[src/hw/rtl/jst_pkg.sv]
// Shared types, codes and lookup functions for the JSON stream tokenizer.
package jst_pkg;

  localparam int MAX_NEST_DEF = 128;
  localparam int MAXRES = 4;
  localparam int QDEPTH = 2;
  localparam logic [7:0] MAX_DEPTH_RST = 8'd128;

  typedef enum logic [3:0] {
    EV_OBJ_OPEN  = 4'd0,
    EV_OBJ_CLOSE = 4'd1,
    EV_ARR_OPEN  = 4'd2,
    EV_ARR_CLOSE = 4'd3,
    EV_KEY_BYTE  = 4'd4,
    EV_KEY_END   = 4'd5,
    EV_STR_BYTE  = 4'd6,
    EV_STR_END   = 4'd7,
    EV_NUM_BYTE  = 4'd8,
    EV_NUM_END   = 4'd9,
    EV_TRUE      = 4'd10,
    EV_FALSE     = 4'd11,
    EV_NULL      = 4'd12,
    EV_DONE      = 4'd13,
    EV_ERROR     = 4'd14
  } ev_kind_t;

  typedef enum logic [3:0] {
    ER_DEPTH     = 4'd0,
    ER_EARLY_END = 4'd1,
    ER_LITERAL   = 4'd2,
    ER_BAD_START = 4'd3,
    ER_BAD_HEX   = 4'd4,
    ER_BAD_ESC   = 4'd5,
    ER_UNTERM    = 4'd6,
    ER_TRUNC_U   = 4'd7,
    ER_KEY       = 4'd8,
    ER_NO_COLON  = 4'd9,
    ER_ARR_SEP   = 4'd10,
    ER_OBJ_SEP   = 4'd11,
    ER_TRAILING  = 4'd12
  } err_code_t;

  typedef struct packed {
    ev_kind_t   kind;
    logic [7:0] data;
    logic [7:0] level;
    err_code_t  code;
  } event_t;

  typedef struct packed {
    event_t [MAXRES-1:0] ev;
    logic [2:0]          cnt;
  } bundle_t;

  function automatic logic [7:0] lit_char(input logic [1:0] k, input logic [2:0] pos);
    logic [7:0] c;
    c = 8'h00;
    case (k)
      2'd0: case (pos)
        3'd0: c = "t"; 3'd1: c = "r"; 3'd2: c = "u"; 3'd3: c = "e"; default: c = 8'h00;
      endcase
      2'd1: case (pos)
        3'd0: c = "f"; 3'd1: c = "a"; 3'd2: c = "l"; 3'd3: c = "s"; 3'd4: c = "e";
        default: c = 8'h00;
      endcase
      default: case (pos)
        3'd0: c = "n"; 3'd1: c = "u"; 3'd2: c = "l"; 3'd3: c = "l"; default: c = 8'h00;
      endcase
    endcase
    return c;
  endfunction

  function automatic logic [2:0] lit_len(input logic [1:0] k);
    return (k == 2'd1) ? 3'd5 : 3'd4;
  endfunction

  function automatic logic is_ws(input logic [7:0] c);
    return c == 8'h20 || c == 8'h09 || c == 8'h0A || c == 8'h0D;
  endfunction

  function automatic logic is_num(input logic [7:0] c);
    return (c >= "0" && c <= "9") || c == "." || c == "e" || c == "E" ||
           c == "+" || c == "-";
  endfunction

  // {valid, nibble}
  function automatic logic [4:0] hex_val(input logic [7:0] c);
    logic [7:0] t;
    t = 8'h00;
    if (c >= "0" && c <= "9") begin
      t = c - 8'h30;
      return {1'b1, t[3:0]};
    end
    if (c >= "a" && c <= "f") begin
      t = c - 8'h57;
      return {1'b1, t[3:0]};
    end
    if (c >= "A" && c <= "F") begin
      t = c - 8'h37;
      return {1'b1, t[3:0]};
    end
    return 5'd0;
  endfunction

endpackage

[src/hw/rtl/jst_back.sv]
// Back end: takes bundles off the queue and hands out one event per cycle while out_stall is low.
module jst_back (
  input  logic             clk,
  input  logic             rst,
  input  logic             q_nonempty,
  input  jst_pkg::bundle_t q_data,
  output logic             q_pop,
  output logic             out_valid,
  input  logic             out_stall,
  output jst_pkg::event_t  ev,
  output logic             last
);
  import jst_pkg::*;

  bundle_t    cur;
  logic       held;
  logic [1:0] idx;
  logic       done_cur;

  assign out_valid = held;
  assign ev        = cur.ev[idx];
  assign last      = ({1'b0, idx} == cur.cnt - 3'd1);
  assign done_cur  = !held || (!out_stall && last);
  assign q_pop     = done_cur && q_nonempty;

  always_ff @(posedge clk) begin
    if (q_pop) cur <= q_data;
  end

  always_ff @(posedge clk) begin
    if (rst) begin
      held <= 1'b0;
      idx  <= '0;
    end else if (done_cur) begin
      held <= q_nonempty;
      idx  <= '0;
    end else if (!out_stall) begin
      idx <= idx + 2'd1;
    end
  end

endmodule
[config.mk]
export PLATFORM = sky130hd
export DESIGN_NAME = jst_back
export DESIGN_NICKNAME = d
export VERILOG_FILES = /design/src/hw/rtl/jst_pkg.sv /design/src/hw/rtl/jst_back.sv
export SDC_FILE = /design/constraint.sdc
export NUM_CORES = 1
export LEC_CHECK = 0
export BUFFER_PORTS_ARGS = -buffer_cell sky130_fd_sc_hd__buf_2
export CAP_MARGIN = 20
export CORE_MARGIN = 8
export CORE_UTILIZATION = 40
export CTS_BUF_LIST = sky130_fd_sc_hd__clkbuf_4 sky130_fd_sc_hd__clkbuf_8
export CTS_CLUSTER_DIAMETER = 30
export DETAILED_ROUTE_END_ITERATION = 10
export PLACE_DENSITY = 0.75
export SYNTH_ARGS = -nofsm -noshare
export SYNTH_HDL_FRONTEND = slang
export SYNTH_SLANG_ARGS = --single-unit
[constraint.sdc]
create_clock -name clk -period 5 [get_ports clk]
set_clock_uncertainty 0.2 [all_clocks]
set_input_delay 0.75 -clock clk [delete_from_list [all_inputs] [get_ports clk]]
set_output_delay 0.75 -clock clk [all_outputs]
set_load 0.01 [all_outputs]
# Word level (Yosys, flattened, before mapping)
# Cells that the tools add are included.
# totals
reg_bits	102
output_inout_bits	27
word_cells	31
inputBits	103
# op_classes
n_reduce_logical	6
n_eq_ne	1
add_sub_neg	2
magnitude_cmp	1
muxes	2
# op_table
operator	n
binary-select mux 24 bit (select 2 bit)	1
two-way mux 24 bit	1
equality test 2 x 3 -> 1 bit	1
less-than comparator 2 x 3 -> 1 bit, second input constant	1
subtractor 3 x 1 -> 3 bit, second input constant	1
adder 2 x 1 -> 2 bit, second input constant	1
logical AND 1 bit	2
logical NOT 1 bit	2
OR reduction 2 bit	1
logical OR 1 bit	1

# Logic depth before layout (Yosys ltp)
# Gate-level depths: netlist of run 1.
# depth
ltp_word	5
depth_mapped	5
mapped_depth_nobuf	5

# Worst setup path after synthesis of run 1
# No wires, ideal clock.
# synth_timing
path_type	register to output
from	register cur[0] (netlist bit)
to	output q_pop
path_stages_with_launch	6
t_required_ns	4.050
setup_slack_ns	0.376
arrival_ns	3.674
n_path_buf	0
cell_sequence	edfxtp_1 > inv_1 > ha_1 > xnor2_1 > o41ai_2 > and2_1
# synth_between
elab_chain_len	5
# synth_rtl
item	line_no	rtl
from (decl)	jst_back.sv:15	bundle_t cur;
from (signal assigned)	jst_back.sv:27	if (q_pop) cur <= q_data;
subtractor 3 x 1 -> 3 bit	jst_back.sv:22	assign last = ({1'b0, idx} == cur.cnt - 3'd1);
equality test 2 x 3 -> 1 bit	jst_back.sv:22	
logical AND 1 bit	jst_back.sv:23	assign done_cur = !held || (!out_stall && last);
logical OR 1 bit	jst_back.sv:23	
logical AND 1 bit	jst_back.sv:24	assign q_pop = done_cur && q_nonempty;
to (decl)	jst_back.sv:7	output logic q_pop,
# No other way between the ends.

# Worst setup path in the final report of run 1
# layout_timing
from	register idx[0]
to	output q_pop
# layout_between
elab_chain_len	4
# layout_rtl
item	line_no	rtl
from (decl)	jst_back.sv:17	logic [1:0] idx;
from (signal assigned)	jst_back.sv:38	idx <= idx + 2'd1;
equality test 2 x 3 -> 1 bit	jst_back.sv:22	
logical AND 1 bit	jst_back.sv:23	
logical OR 1 bit	jst_back.sv:23	
logical AND 1 bit	jst_back.sv:24	
# No other way between the ends.

==> results of run 1 <==
==> stage by stage <==
step	std cells	instance area, um^2
final	422	4771
after global routing	422	4771
after CTS	422	4771
after detailed placement	407	4593
after global placement	407	4593
after floorplan	153	3821
==> power by group through the flow <==
| stage | Combinational [uW] | Sequential (uW) | Clock [uW] |
|---|---|---|---|
| 4_1_cts | 135 | 1020 | 492 |
| 3_5_place_dp | 135 | 1040 | 0 |
| 5_1_grt | 145 | 1020 | 515 |
| 2_1_floorplan | 68.6 | 1030 | 0 |
| 3_3_place_gp | 131 | 1030 | 0 |
| 6_report | 132 | 1010 | 470 |
==> metal layers <==
metal,vias up,part of all wire
met3,9,0.078
li1,924,-
met1,965,0.40
met2,82,0.51
met5,-,0
met4,0,0.012
==> state kept, by name, summed over array words and instances (netlist names) <==
signal     flops
out_valid      1
cur           99
idx            2
==> placed cells by master (no fill, tap or decap), types with 2 or more instances in the layout <==
cell / netlist / routed
mux4_2: 15 / 15
edfxtp_1: 99 / 99
mux4_1: 9 / 9
inv_6: 0 / 2
nor3_1: 2 / 2
inv_1: 3 / 3
buf_4: 2 / 2
clkbuf_8: 0 / 9
buf_2: 1 / 129
xnor2_1: 2 / 2
clkinv_4: 0 / 2
nor4_1: 2 / 2
dfxtp_1: 3 / 2
==> worst max-delay path by stage <==
stage                     cells past startpoint      end  slack [ns]  startpoint
after floorplan                               5    q_pop        0.38      cur[0]
after global placement                        4    q_pop        1.64      idx[0]
after detailed placement                      4  cur[58]        1.55      idx[0]
after CTS                                     4    q_pop        1.16      idx[0]
after global routing                          4    q_pop        0.96      idx[0]
final                                         4    q_pop        1.30      idx[0]
==> tightest hold or removal path: stages, from the launching register on <==
cell,delay [ns]
dfxtp_1,0.35
o41ai_2,0.07
a21oi_1,0.06
==> cells by family (layout without fill, tap and decap cells) <==
kind of cell | Yosys count | count (layout) | synth area share
flip-flops | 102 | 102 | 0.7937
multiplexers | 24 | 24 | 0.1503
AND/OR/NAND/NOR | 10 | 10 | 0.01703
buffers and inverters | 9 | 149 | 0.01702
XOR/XNOR | 4 | 4 | 0.01114
AO/OA/AOI/OAI | 3 | 3 | 0.007532
adder cells (fa/ha/maj) | 1 | 1 | 0.003274
==> final cells by class <==
class,instances,area share
flip-flops and latches,102,0.6360
clock inverters,6,0.01128
clock buffers,9,0.02596
repair buffers,131,0.1385
well taps,129,0.03383
multi-input cells,42,0.1521
inverters,3,0.002360
==> flow_metrics.env, run 1 <==
export IMPL_chipHeight_um=113.7
export IMPL_num_vias=1980
export IMPL_place_detailed_hpwl_mm=5.381
export IMPL_grt_first_pass_wirelength_mm=11.49
export IMPL_p_int_uw=1254
export IMPL_grt_met1_usage=0.1272
export IMPL_ys_seq_area_frac=0.7937
export IMPL_coreArea_um2=9240
export IMPL_pwr_share_clk=0.291
export IMPL_finalMaxSlewViolations=0
export IMPL_whs_ns=0.3156
export IMPL_period_share=0.7405
export IMPL_worst_pin_slew_ns=0.9352
export IMPL_synth_common_cells="edfxtp_1 (99), mux4_2 (15), mux4_1 (9)"
export IMPL_grt_pass1_vias=2313
export IMPL_slowest_stage="dfxtp_2"
export IMPL_timing_rr_start="idx[0]"
export IMPL_gp_congestion=0.6804
export IMPL_final_util=0.5163
export IMPL_top_usage_layer="met2"
export IMPL_synth_edf_count=99
export IMPL_critPathMaxStageDelay_ns=0.95
export IMPL_fin_ws_ns=1.297
export IMPL_reg2reg_slack_ns=1.65
export IMPL_synthMostInstantiatedCell="edfxtp_1"
export IMPL_power_switching_uw=362.2
export IMPL_first_iter_violations=55
export IMPL_synth_ff_type="edfxtp_1"
export IMPL_critPathLaunchType="register"
export IMPL_maxSlewHeadroom=0.3765
export IMPL_rows=35
export IMPL_drt_wl_total_mm=7.432
export IMPL_r2r_end="cur[41]"
export IMPL_ctsHoldBuffers=0
export IMPL_post_cts_setup_buffers=0
export IMPL_pwr_share_comb=0.082
export IMPL_async_flop_share=0
export IMPL_cts_tree="done"
export IMPL_rsz0062_at_grt="false"
export IMPL_synth_nets=257
export IMPL_cpLargestDelayFamily="flip-flops"
export IMPL_yosysTopAreaCellShare=0.7780
export IMPL_layout_area_overhead_vs_synth_pct=24.85
export IMPL_clk_path_buf_depth=2
export IMPL_drive_gt1_frac=0.5631
export IMPL_period_needed_ns=3.703
export IMPL_yosysWarningCount=0
export IMPL_power_density_nw_per_um2=338.7
export IMPL_total_power_uw=1616
export IMPL_required_ns=4.05
export IMPL_endpoint_kind="output port"
export IMPL_cp_data_arrival_time_ns=2.75
export IMPL_crit_type="register to output port"
export IMPL_dieArea_um2=12940
export IMPL_cap_violations=0
export IMPL_num_io_pins=130
export IMPL_status="completed"
export IMPL_wire_per_inst_um=17.61
export IMPL_port_buffers=129
export IMPL_clk_pin_slew_ns=0.09
export IMPL_grt_total_usage=0.1163
export IMPL_post_synth_cell_area_avg_um2=24.97
export IMPL_grtUsageMet2=0.1976
export IMPL_worstHoldPathType="register to register"
export IMPL_cts_root_buf="clkbuf_8"
export IMPL_peakVddDrop_mv=0.1738
export IMPL_cts_htree_levels=3
export IMPL_dp_slack_ns=1.554
export IMPL_synth_cells=153
export IMPL_fmax_ghz=0.2701
export IMPL_antenna_found_initial=0
export IMPL_ant_nets=0
export IMPL_totalNegativeSetupSlack_ns=0
export IMPL_ff_latch_area_um2=3034
export IMPL_cts_buffers=9
export IMPL_synth_area_leaders="edfxtp_1 (78%), mux4_2 (8.8%), mux4_1 (6.2%)"
export IMPL_worst_path_buf_inv=1
export IMPL_grt_start_max_net_pins=52
export IMPL_avgViaCountPerCell=4.692
export IMPL_min_path_cells=2
export IMPL_ctsResizeCount=0
export IMPL_hold_violations=0
export IMPL_synth_area_um2=3821
export IMPL_grt_overflow=0
export IMPL_switching_share=0.2241
export IMPL_drc=0
export IMPL_reg2reg_depth=4
export IMPL_finalSetupViolCount=0
export IMPL_hold_end="out_valid"
export IMPL_ys_seq_elements=102
export IMPL_start_util=0.4135
export IMPL_num_antenna_cells=0
export IMPL_multi_input_area_um2=725.7
export IMPL_insertion_delay_ns=0.35
export IMPL_synth_distinct_cells=23
export IMPL_leakage_uw=0.001796
export IMPL_use_met3=0.04913
export IMPL_nNetsFinal=393
export IMPL_path_cells="xnor2_2 -> o41ai_2 -> and2_4 -> buf_2"
export IMPL_critPathMaxFanout=51
export IMPL_fillers=757
export IMPL_min_delay_start="out_valid"
export IMPL_first_pass_iters=4
export IMPL_synth_largest_area_cell="edfxtp_1"
export IMPL_cts_sinks=102
export IMPL_die_width_um=113.7
export IMPL_seqPwrFrac=0.628
Note: power is estimated with default switching activity, not from simulation.
==> inputs of run 2 (changes only) <==
--- a/config.mk
+++ b/config.mk
@@ -5,6 +5,7 @@
 export SDC_FILE = /design/constraint.sdc
 export NUM_CORES = 1
 export LEC_CHECK = 0
+export ABC_AREA = 1
 export BUFFER_PORTS_ARGS = -buffer_cell sky130_fd_sc_hd__buf_2
 export CAP_MARGIN = 20
 export CORE_MARGIN = 8
@@ -12,7 +13,7 @@
 export CTS_BUF_LIST = sky130_fd_sc_hd__clkbuf_4 sky130_fd_sc_hd__clkbuf_8
 export CTS_CLUSTER_DIAMETER = 30
 export DETAILED_ROUTE_END_ITERATION = 10
-export PLACE_DENSITY = 0.75
+export PLACE_DENSITY = 0.77
 export SYNTH_ARGS = -nofsm -noshare
 export SYNTH_HDL_FRONTEND = slang
 export SYNTH_SLANG_ARGS = --single-unit
==> constraint.sdc (replaced) <==
create_clock -name clk -period 3.2 [get_ports clk]
set_clock_uncertainty 0.2 [all_clocks]
set_input_delay 0.48 -clock clk [delete_from_list [all_inputs] [get_ports clk]]
set_output_delay 0.48 -clock clk [all_outputs]
set_load 0.01 [all_outputs]
==> run 2 against run 1 <==
  * Wire length rose by 18%
  * Combinational power is 85% higher
  * Count of clock-buffer cells in the layout rose by 2
  * Sequential cell count unchanged
  * Total power up 67%
  * Non-clock buffer count grew 3
  * Critical path depth is 2 higher
  * Cell count up 25%
  * Critical endpoint unchanged
==> flow_metrics.env, run 2 <==
export IMPL_status="completed"
export IMPL_yosysWarningCount=0
export IMPL_cpLargestDelayFamily="flip-flops"
export IMPL_grt_first_pass_wirelength_mm=13.66
export IMPL_route_top_layer_used="met4"
export IMPL_maxSlewHeadroom=0.6671
export IMPL_cts_tree="done"
export IMPL_crit_type="register to output port"
export IMPL_fmax_ghz=0.3458
export IMPL_num_vias=2559
export IMPL_route_met3_wl_um=595
export IMPL_grt_start_max_net_pins=56
export IMPL_ant_nets=0
export IMPL_synth_nets=369
export IMPL_num_io_pins=130
export IMPL_gp_congestion=0.8030
export IMPL_synth_cells=265
export IMPL_ctsResizeCount=0
export IMPL_reg2reg_slack_ns=0.65
export IMPL_cts_sinks=102
export IMPL_worst_pin_slew_ns=0.4994
export IMPL_clk_path_buf_depth=2
export IMPL_synthMostInstantiatedCell="edfxtp_1"
export IMPL_final_cell_mix="buf_2 (129), edfxtp_1 (99), nor2_1 (50)"
export IMPL_whs_ns=0.1015
export IMPL_wire_per_inst_um=16.57
export IMPL_post_dp_cell_area_um2=4606
export IMPL_endpoint_kind="output port"
export IMPL_layout_area_overhead_vs_synth_pct=25.59
export IMPL_post_synth_cell_area_avg_um2=14.50
export IMPL_r2r_end="cur[18]"
export IMPL_dieArea_um2=13000
export IMPL_reg2reg_depth=6
export IMPL_timing_rr_start="idx[0]"
export IMPL_nNetsFinal=498
export IMPL_grt_total_usage=0.1367
export IMPL_finalSetupViolCount=0
export IMPL_chipHeight_um=114.0
export IMPL_grt_pass1_vias=2758
export IMPL_cts_htree_levels=3
export IMPL_largest_reg_flops=99
export IMPL_port_buffers=129
export IMPL_synth_distinct_cells=20
export IMPL_drc=0
export IMPL_die_width_um=114.0
export IMPL_finalMaxSlewViolations=0
export IMPL_critPathMaxStageDelay_ns=0.65
export IMPL_drive_gt1_frac=0.3860
export IMPL_place_detailed_hpwl_mm=6.261
export IMPL_leakage_uw=0.001908
export IMPL_synth_largest_area_cell="edfxtp_1"
export IMPL_min_path_cells=1
export IMPL_cts_buffers=9
export IMPL_clk_pin_slew_ns=0.09
export IMPL_coreArea_um2=9284
export IMPL_num_antenna_cells=0
export IMPL_synth_edf_count=99
export IMPL_first_pass_iters=4
export IMPL_wl_met1_mm=3.628
export IMPL_multi_input_area_um2=685.7
export IMPL_synth_area_leaders="edfxtp_1 (77%), o21ai_0 (6.3%), nor2_1 (4.9%)"
export IMPL_required_ns=2.52
export IMPL_ctsHoldBuffers=0
export IMPL_final_common_cell="buf_2"
export IMPL_first_iter_violations=174
export IMPL_rows=35
export IMPL_insertion_delay_ns=0.34
export IMPL_finalNonFillerCells=528
export IMPL_power_density_nw_per_um2=559.8
export IMPL_largest_register="cur"
export IMPL_worstHoldPathType="input pin to register"
export IMPL_path_cells="buf_4 -> nand2_1 -> nand2_1 -> nand4_1 -> a21boi_4 -> buf_2"
export IMPL_numPlacedInstances=512
export IMPL_synth_common_cells="edfxtp_1 (99), nor2_1 (50), o21ai_0 (48)"
export IMPL_avgViaCountPerCell=4.847
export IMPL_period_share=0.9037
export IMPL_period_needed_ns=2.892
export IMPL_finalInstanceArea_um2=4826
export IMPL_critPathMaxFanout=26
export IMPL_synth_ff_type="edfxtp_1"
export IMPL_cpMostUsedCell="nand2_1"
export IMPL_grt_overflow=0
export IMPL_ff_latch_area_um2=3034
export IMPL_critPathLaunchType="register"
export IMPL_cp_data_arrival_time_ns=2.21
export IMPL_fillers=827
export IMPL_cap_violations=0
export IMPL_drt_wl_total_mm=8.749
export IMPL_hold_end="cur[94]"
export IMPL_wl_met2_mm=4.388
export IMPL_ys_seq_area_frac=0.7893
export IMPL_antenna_found_initial=0
export IMPL_rsz0062_at_grt="false"
export IMPL_async_flop_share=0
export IMPL_cts_root_buf="clkbuf_8"
export IMPL_hold_violations=0
export IMPL_min_delay_start="q_data[94]"
export IMPL_worst_path_buf_inv=2
export IMPL_slowest_stage="dfxtp_2"
export IMPL_ys_seq_elements=102
export IMPL_peakVddDrop_mv=0.3483
export IMPL_start_util=0.4139
export IMPL_synth_area_um2=3842
export IMPL_yosysTopAreaCellShare=0.7737
export IMPL_post_cts_setup_buffers=0
==> run 2: changes by cell type after synthesis, moves of 2 or more <==
| cell | before | now |
|---|---|---|
| nor2_1 | 0 | 50 |
| clkbuf_2 | 0 | 2 |
| nor4_1 | 2 | 0 |
| o21ai_0 | 0 | 48 |
| mux4_2 | 15 | 0 |
| o22ai_1 | 0 | 24 |
| mux4_1 | 9 | 0 |
| nor3_1 | 2 | 0 |
| buf_2 | 1 | 8 |
| inv_1 | 3 | 5 |
| nand2_1 | 0 | 11 |
==> run 2: power by group <==
group / internal (uW) / total [uW] / switching, uW
clock network: 460 / 863 / 404
registers: 1570 / 1590 / 26.4
logic: 102 / 244 / 142
==> run 2: worst max-delay path by stage <==
stage                     slack [ns]    from  depth (start not counted)       to
after global placement          0.70  idx[0]                          6    q_pop
after CTS                       0.25  idx[0]                          6    q_pop
final                           0.31  idx[0]                          6    q_pop
after detailed placement        0.62  idx[0]                          6  cur[61]
after floorplan                -0.19  cur[0]                          7    q_pop
after global routing            0.08  idx[0]                          6    q_pop
==> run 2: metrics by stage <==
stage | setup slack [ns] | utilization | setup TNS, ns | total power (uW)
final | 0.3083 | 0.5198 | 0 | 2701
after global routing | 0.08483 | 0.5198 | 0 | 2814
after CTS | 0.2495 | 0.5198 | 0 | 2739
after detailed placement | 0.6245 | 0.4961 | 0 | 1875
after global placement | 0.6971 | 0.4961 | 0 | 1866
after floorplan | -0.1856 | - | -14.50 | 1741
==> run 2: routing by layer <==
metal / GRT usage / vias to the layer above
met5: 0 / -
met4: 0.05768 / 0
met3: 0.04596 / 12
met2: 0.2374 / 86
met1: 0.1495 / 1224
li1: - / 1237
==> run 2: cell type report <==
cell class                 count  share of cell area
timing repair buffer         134              0.1442
clock inverter                 5             0.01685
inverter                       7            0.005963
multi-input combinational    140              0.1421
sequential                   102              0.6287
clock buffer                  11             0.02878
tap                          129             0.03345
==> run 2: kinds of logic (layout without fill, tap and decap cells) <==
family	Yosys count	count (layout)	synth area share
and+or+nand+nor	64	64	0.06415
DFF	102	102	0.7893
buffers and inverters	23	157	0.03517
adders and majority gates	1	1	0.003256
xor gates and xnor gates	2	2	0.004560
AOI/OAI and AO/OA	73	73	0.1035
==> run 2: worst register-to-register path, cell delays in order (launching register included) <==
cell and delay [ns]:
dfxtp_2 0.65, buf_4 0.37, nand2_1 0.10, nand2_1 0.07, nand4_1 0.17, a21boi_4 0.31
buf_12 0.31
==> inputs of run 3 (changes only) <==
--- a/config.mk
+++ b/config.mk
@@ -8,6 +8,7 @@
 export ABC_AREA = 1
 export BUFFER_PORTS_ARGS = -buffer_cell sky130_fd_sc_hd__buf_2
 export CAP_MARGIN = 20
+export CORE_ASPECT_RATIO = 1.75
 export CORE_MARGIN = 8
 export CORE_UTILIZATION = 40
 export CTS_BUF_LIST = sky130_fd_sc_hd__clkbuf_4 sky130_fd_sc_hd__clkbuf_8
==> run 3 against run 2 <==
  * Critical path depth did not move
  * Die area up 0.95%
  * First-iteration DRC count is 1.7% lower
  * Wire length is 8.0% higher
  * Global-route usage increased by 0.79 points
  * Non-clock buffer count grew 2
  * Utilization down 1.0 points
  * Cell area decreased by 0.67%
  * Maximum frequency rose by 6.9%
  * Hold slack worse by 0.032 ns
  * Largest cell class unchanged
  * Count of clock-buffer cells in the layout down 1
  * Register-to-register slack better by 0.08 ns
==> flow_metrics.env, run 3 (synthesized netlist as in run 2, its figures left out) <==
export IMPL_status="completed"
export IMPL_crit_start="idx[1]"
export IMPL_drive_gt1_frac=0.3890
export IMPL_min_path_cells=1
export IMPL_nNetsFinal=500
export IMPL_worst_path_buf_inv=2
export IMPL_layout_area_overhead_vs_synth_pct=24.75
export IMPL_ant_nets=0
export IMPL_fmax_ghz=0.3696
export IMPL_rows=47
export IMPL_grt_total_usage=0.1446
export IMPL_final_common_cell="buf_2"
export IMPL_cts_sinks=102
export IMPL_num_antenna_cells=0
export IMPL_grt_start_max_net_pins=39
export IMPL_endpoint_kind="output port"
export IMPL_period_share=0.8454
export IMPL_rsz0062_at_grt="false"
export IMPL_ctsResizeCount=0
export IMPL_die_width_um=90.09
export IMPL_finalMaxSlewViolations=0
export IMPL_worstHoldPathType="input pin to register"
export IMPL_clk_pin_slew_ns=0.10
export IMPL_start_util=0.4084
export IMPL_first_pass_iters=4
export IMPL_grt_overflow=0
export IMPL_min_delay_start="q_data[12]"
export IMPL_coreArea_um2=9409
export IMPL_grt_pass1_vias=2834
export IMPL_reg2reg_depth=6
export IMPL_ctsHoldBuffers=0
export IMPL_crit_type="register to output port"
export IMPL_critPathMaxFanout=25
export IMPL_reg2reg_slack_ns=0.73
export IMPL_clk_path_buf_depth=2
export IMPL_critPathMaxStageDelay_ns=0.42
export IMPL_insertion_delay_ns=0.37
export IMPL_drc=0
export IMPL_largest_register="cur"
export IMPL_final_cell_mix="buf_2 (129), edfxtp_1 (99), nor2_1 (50)"
export IMPL_required_ns=2.52
export IMPL_dieArea_um2=13120
export IMPL_antenna_found_initial=0
export IMPL_gp_congestion=0.8272
export IMPL_hold_violations=0
export IMPL_fin_ws_ns=0.4946
export IMPL_cap_violations=0
export IMPL_path_cells="inv_2 -> nand2_1 -> nand2_1 -> nand4_1 -> a21boi_4 -> buf_2"
export IMPL_maxSlewHeadroom=0.6952
export IMPL_num_io_pins=130
export IMPL_hold_end="cur[12]"
export IMPL_drt_wl_total_mm=9.448
export IMPL_timing_rr_start="idx[1]"
export IMPL_fillers=850
export IMPL_r2r_end="cur[27]"
export IMPL_place_detailed_hpwl_mm=7.068
export IMPL_power_density_nw_per_um2=548.9
export IMPL_first_iter_violations=171
export IMPL_period_needed_ns=2.705
export IMPL_cts_tree="done"
export IMPL_slowest_stage="dfxtp_1"
export IMPL_grt_first_pass_wirelength_mm=14.37
export IMPL_leakage_uw=0.001906
export IMPL_wire_per_inst_um=18.07
export IMPL_post_cts_setup_buffers=0
export IMPL_cp_data_arrival_time_ns=2.03
export IMPL_cpLargestDelayFamily="buffers and inverters"
export IMPL_cp_num_cells=6
export IMPL_cts_buffers=9
export IMPL_num_vias=2626
export IMPL_chipHeight_um=145.7
export IMPL_port_buffers=129
export IMPL_cts_htree_levels=3
export IMPL_finalSetupViolCount=0
export IMPL_largest_reg_flops=99
export IMPL_dp_slack_ns=0.7245
export IMPL_peakVddDrop_mv=0.3457
export IMPL_final_util=0.5094
export IMPL_critPathLaunchType="register"
export IMPL_avgViaCountPerCell=5.021
export IMPL_worst_pin_slew_ns=0.4572
export IMPL_cpMostUsedCell="nand2_1"
export IMPL_cts_root_buf="clkbuf_8"
## run 3: power by group
part | total [uW] | switching, uW | internal (uW)
Sequential | 1590 | 26.7 | 1570
Combinational | 246 | 145 | 101
Clock | 790 | 422 | 369
Total | 2630 | 593 | 2040
## run 3: through the flow
step	cell area [um^2]	total power, uW	hold slack, ns	setup TNS (ns)	std cells
after floorplan	3854	1741	0.3694	-14.50	265
after global placement	4599	1866	0.3807	0	507
after detailed placement	4599	1876	0.3833	0	507
after CTS	4793	2657	0.05731	0	523
after global routing	4793	2732	0.05598	0	523
final	4793	2631	0.06997	0	523
## run 3: how the worst max path moves through the flow
stage               to
2_1_floorplan    q_pop
3_3_place_gp   cur[49]
3_5_place_dp   cur[76]
4_1_cts          q_pop
5_1_grt          q_pop
6_report         q_pop
## run 3: metal layers
metal  GRT usage  share of wire
met1      0.1400           0.35
met2      0.2568           0.54
met3     0.03409          0.055
met4      0.1123          0.050
met5           0              0
## run 3: cell type report
type	count	area, um^2	area share
flip-flops and latches	102	3034	0.6330
repair buffers	136	698.2	0.1457
multi-input cells	140	685.7	0.1430
well taps	122	152.6	0.03185
clock buffers	10	131.4	0.02741
clock inverters	6	62.56	0.01305
inverters	7	28.78	0.006004
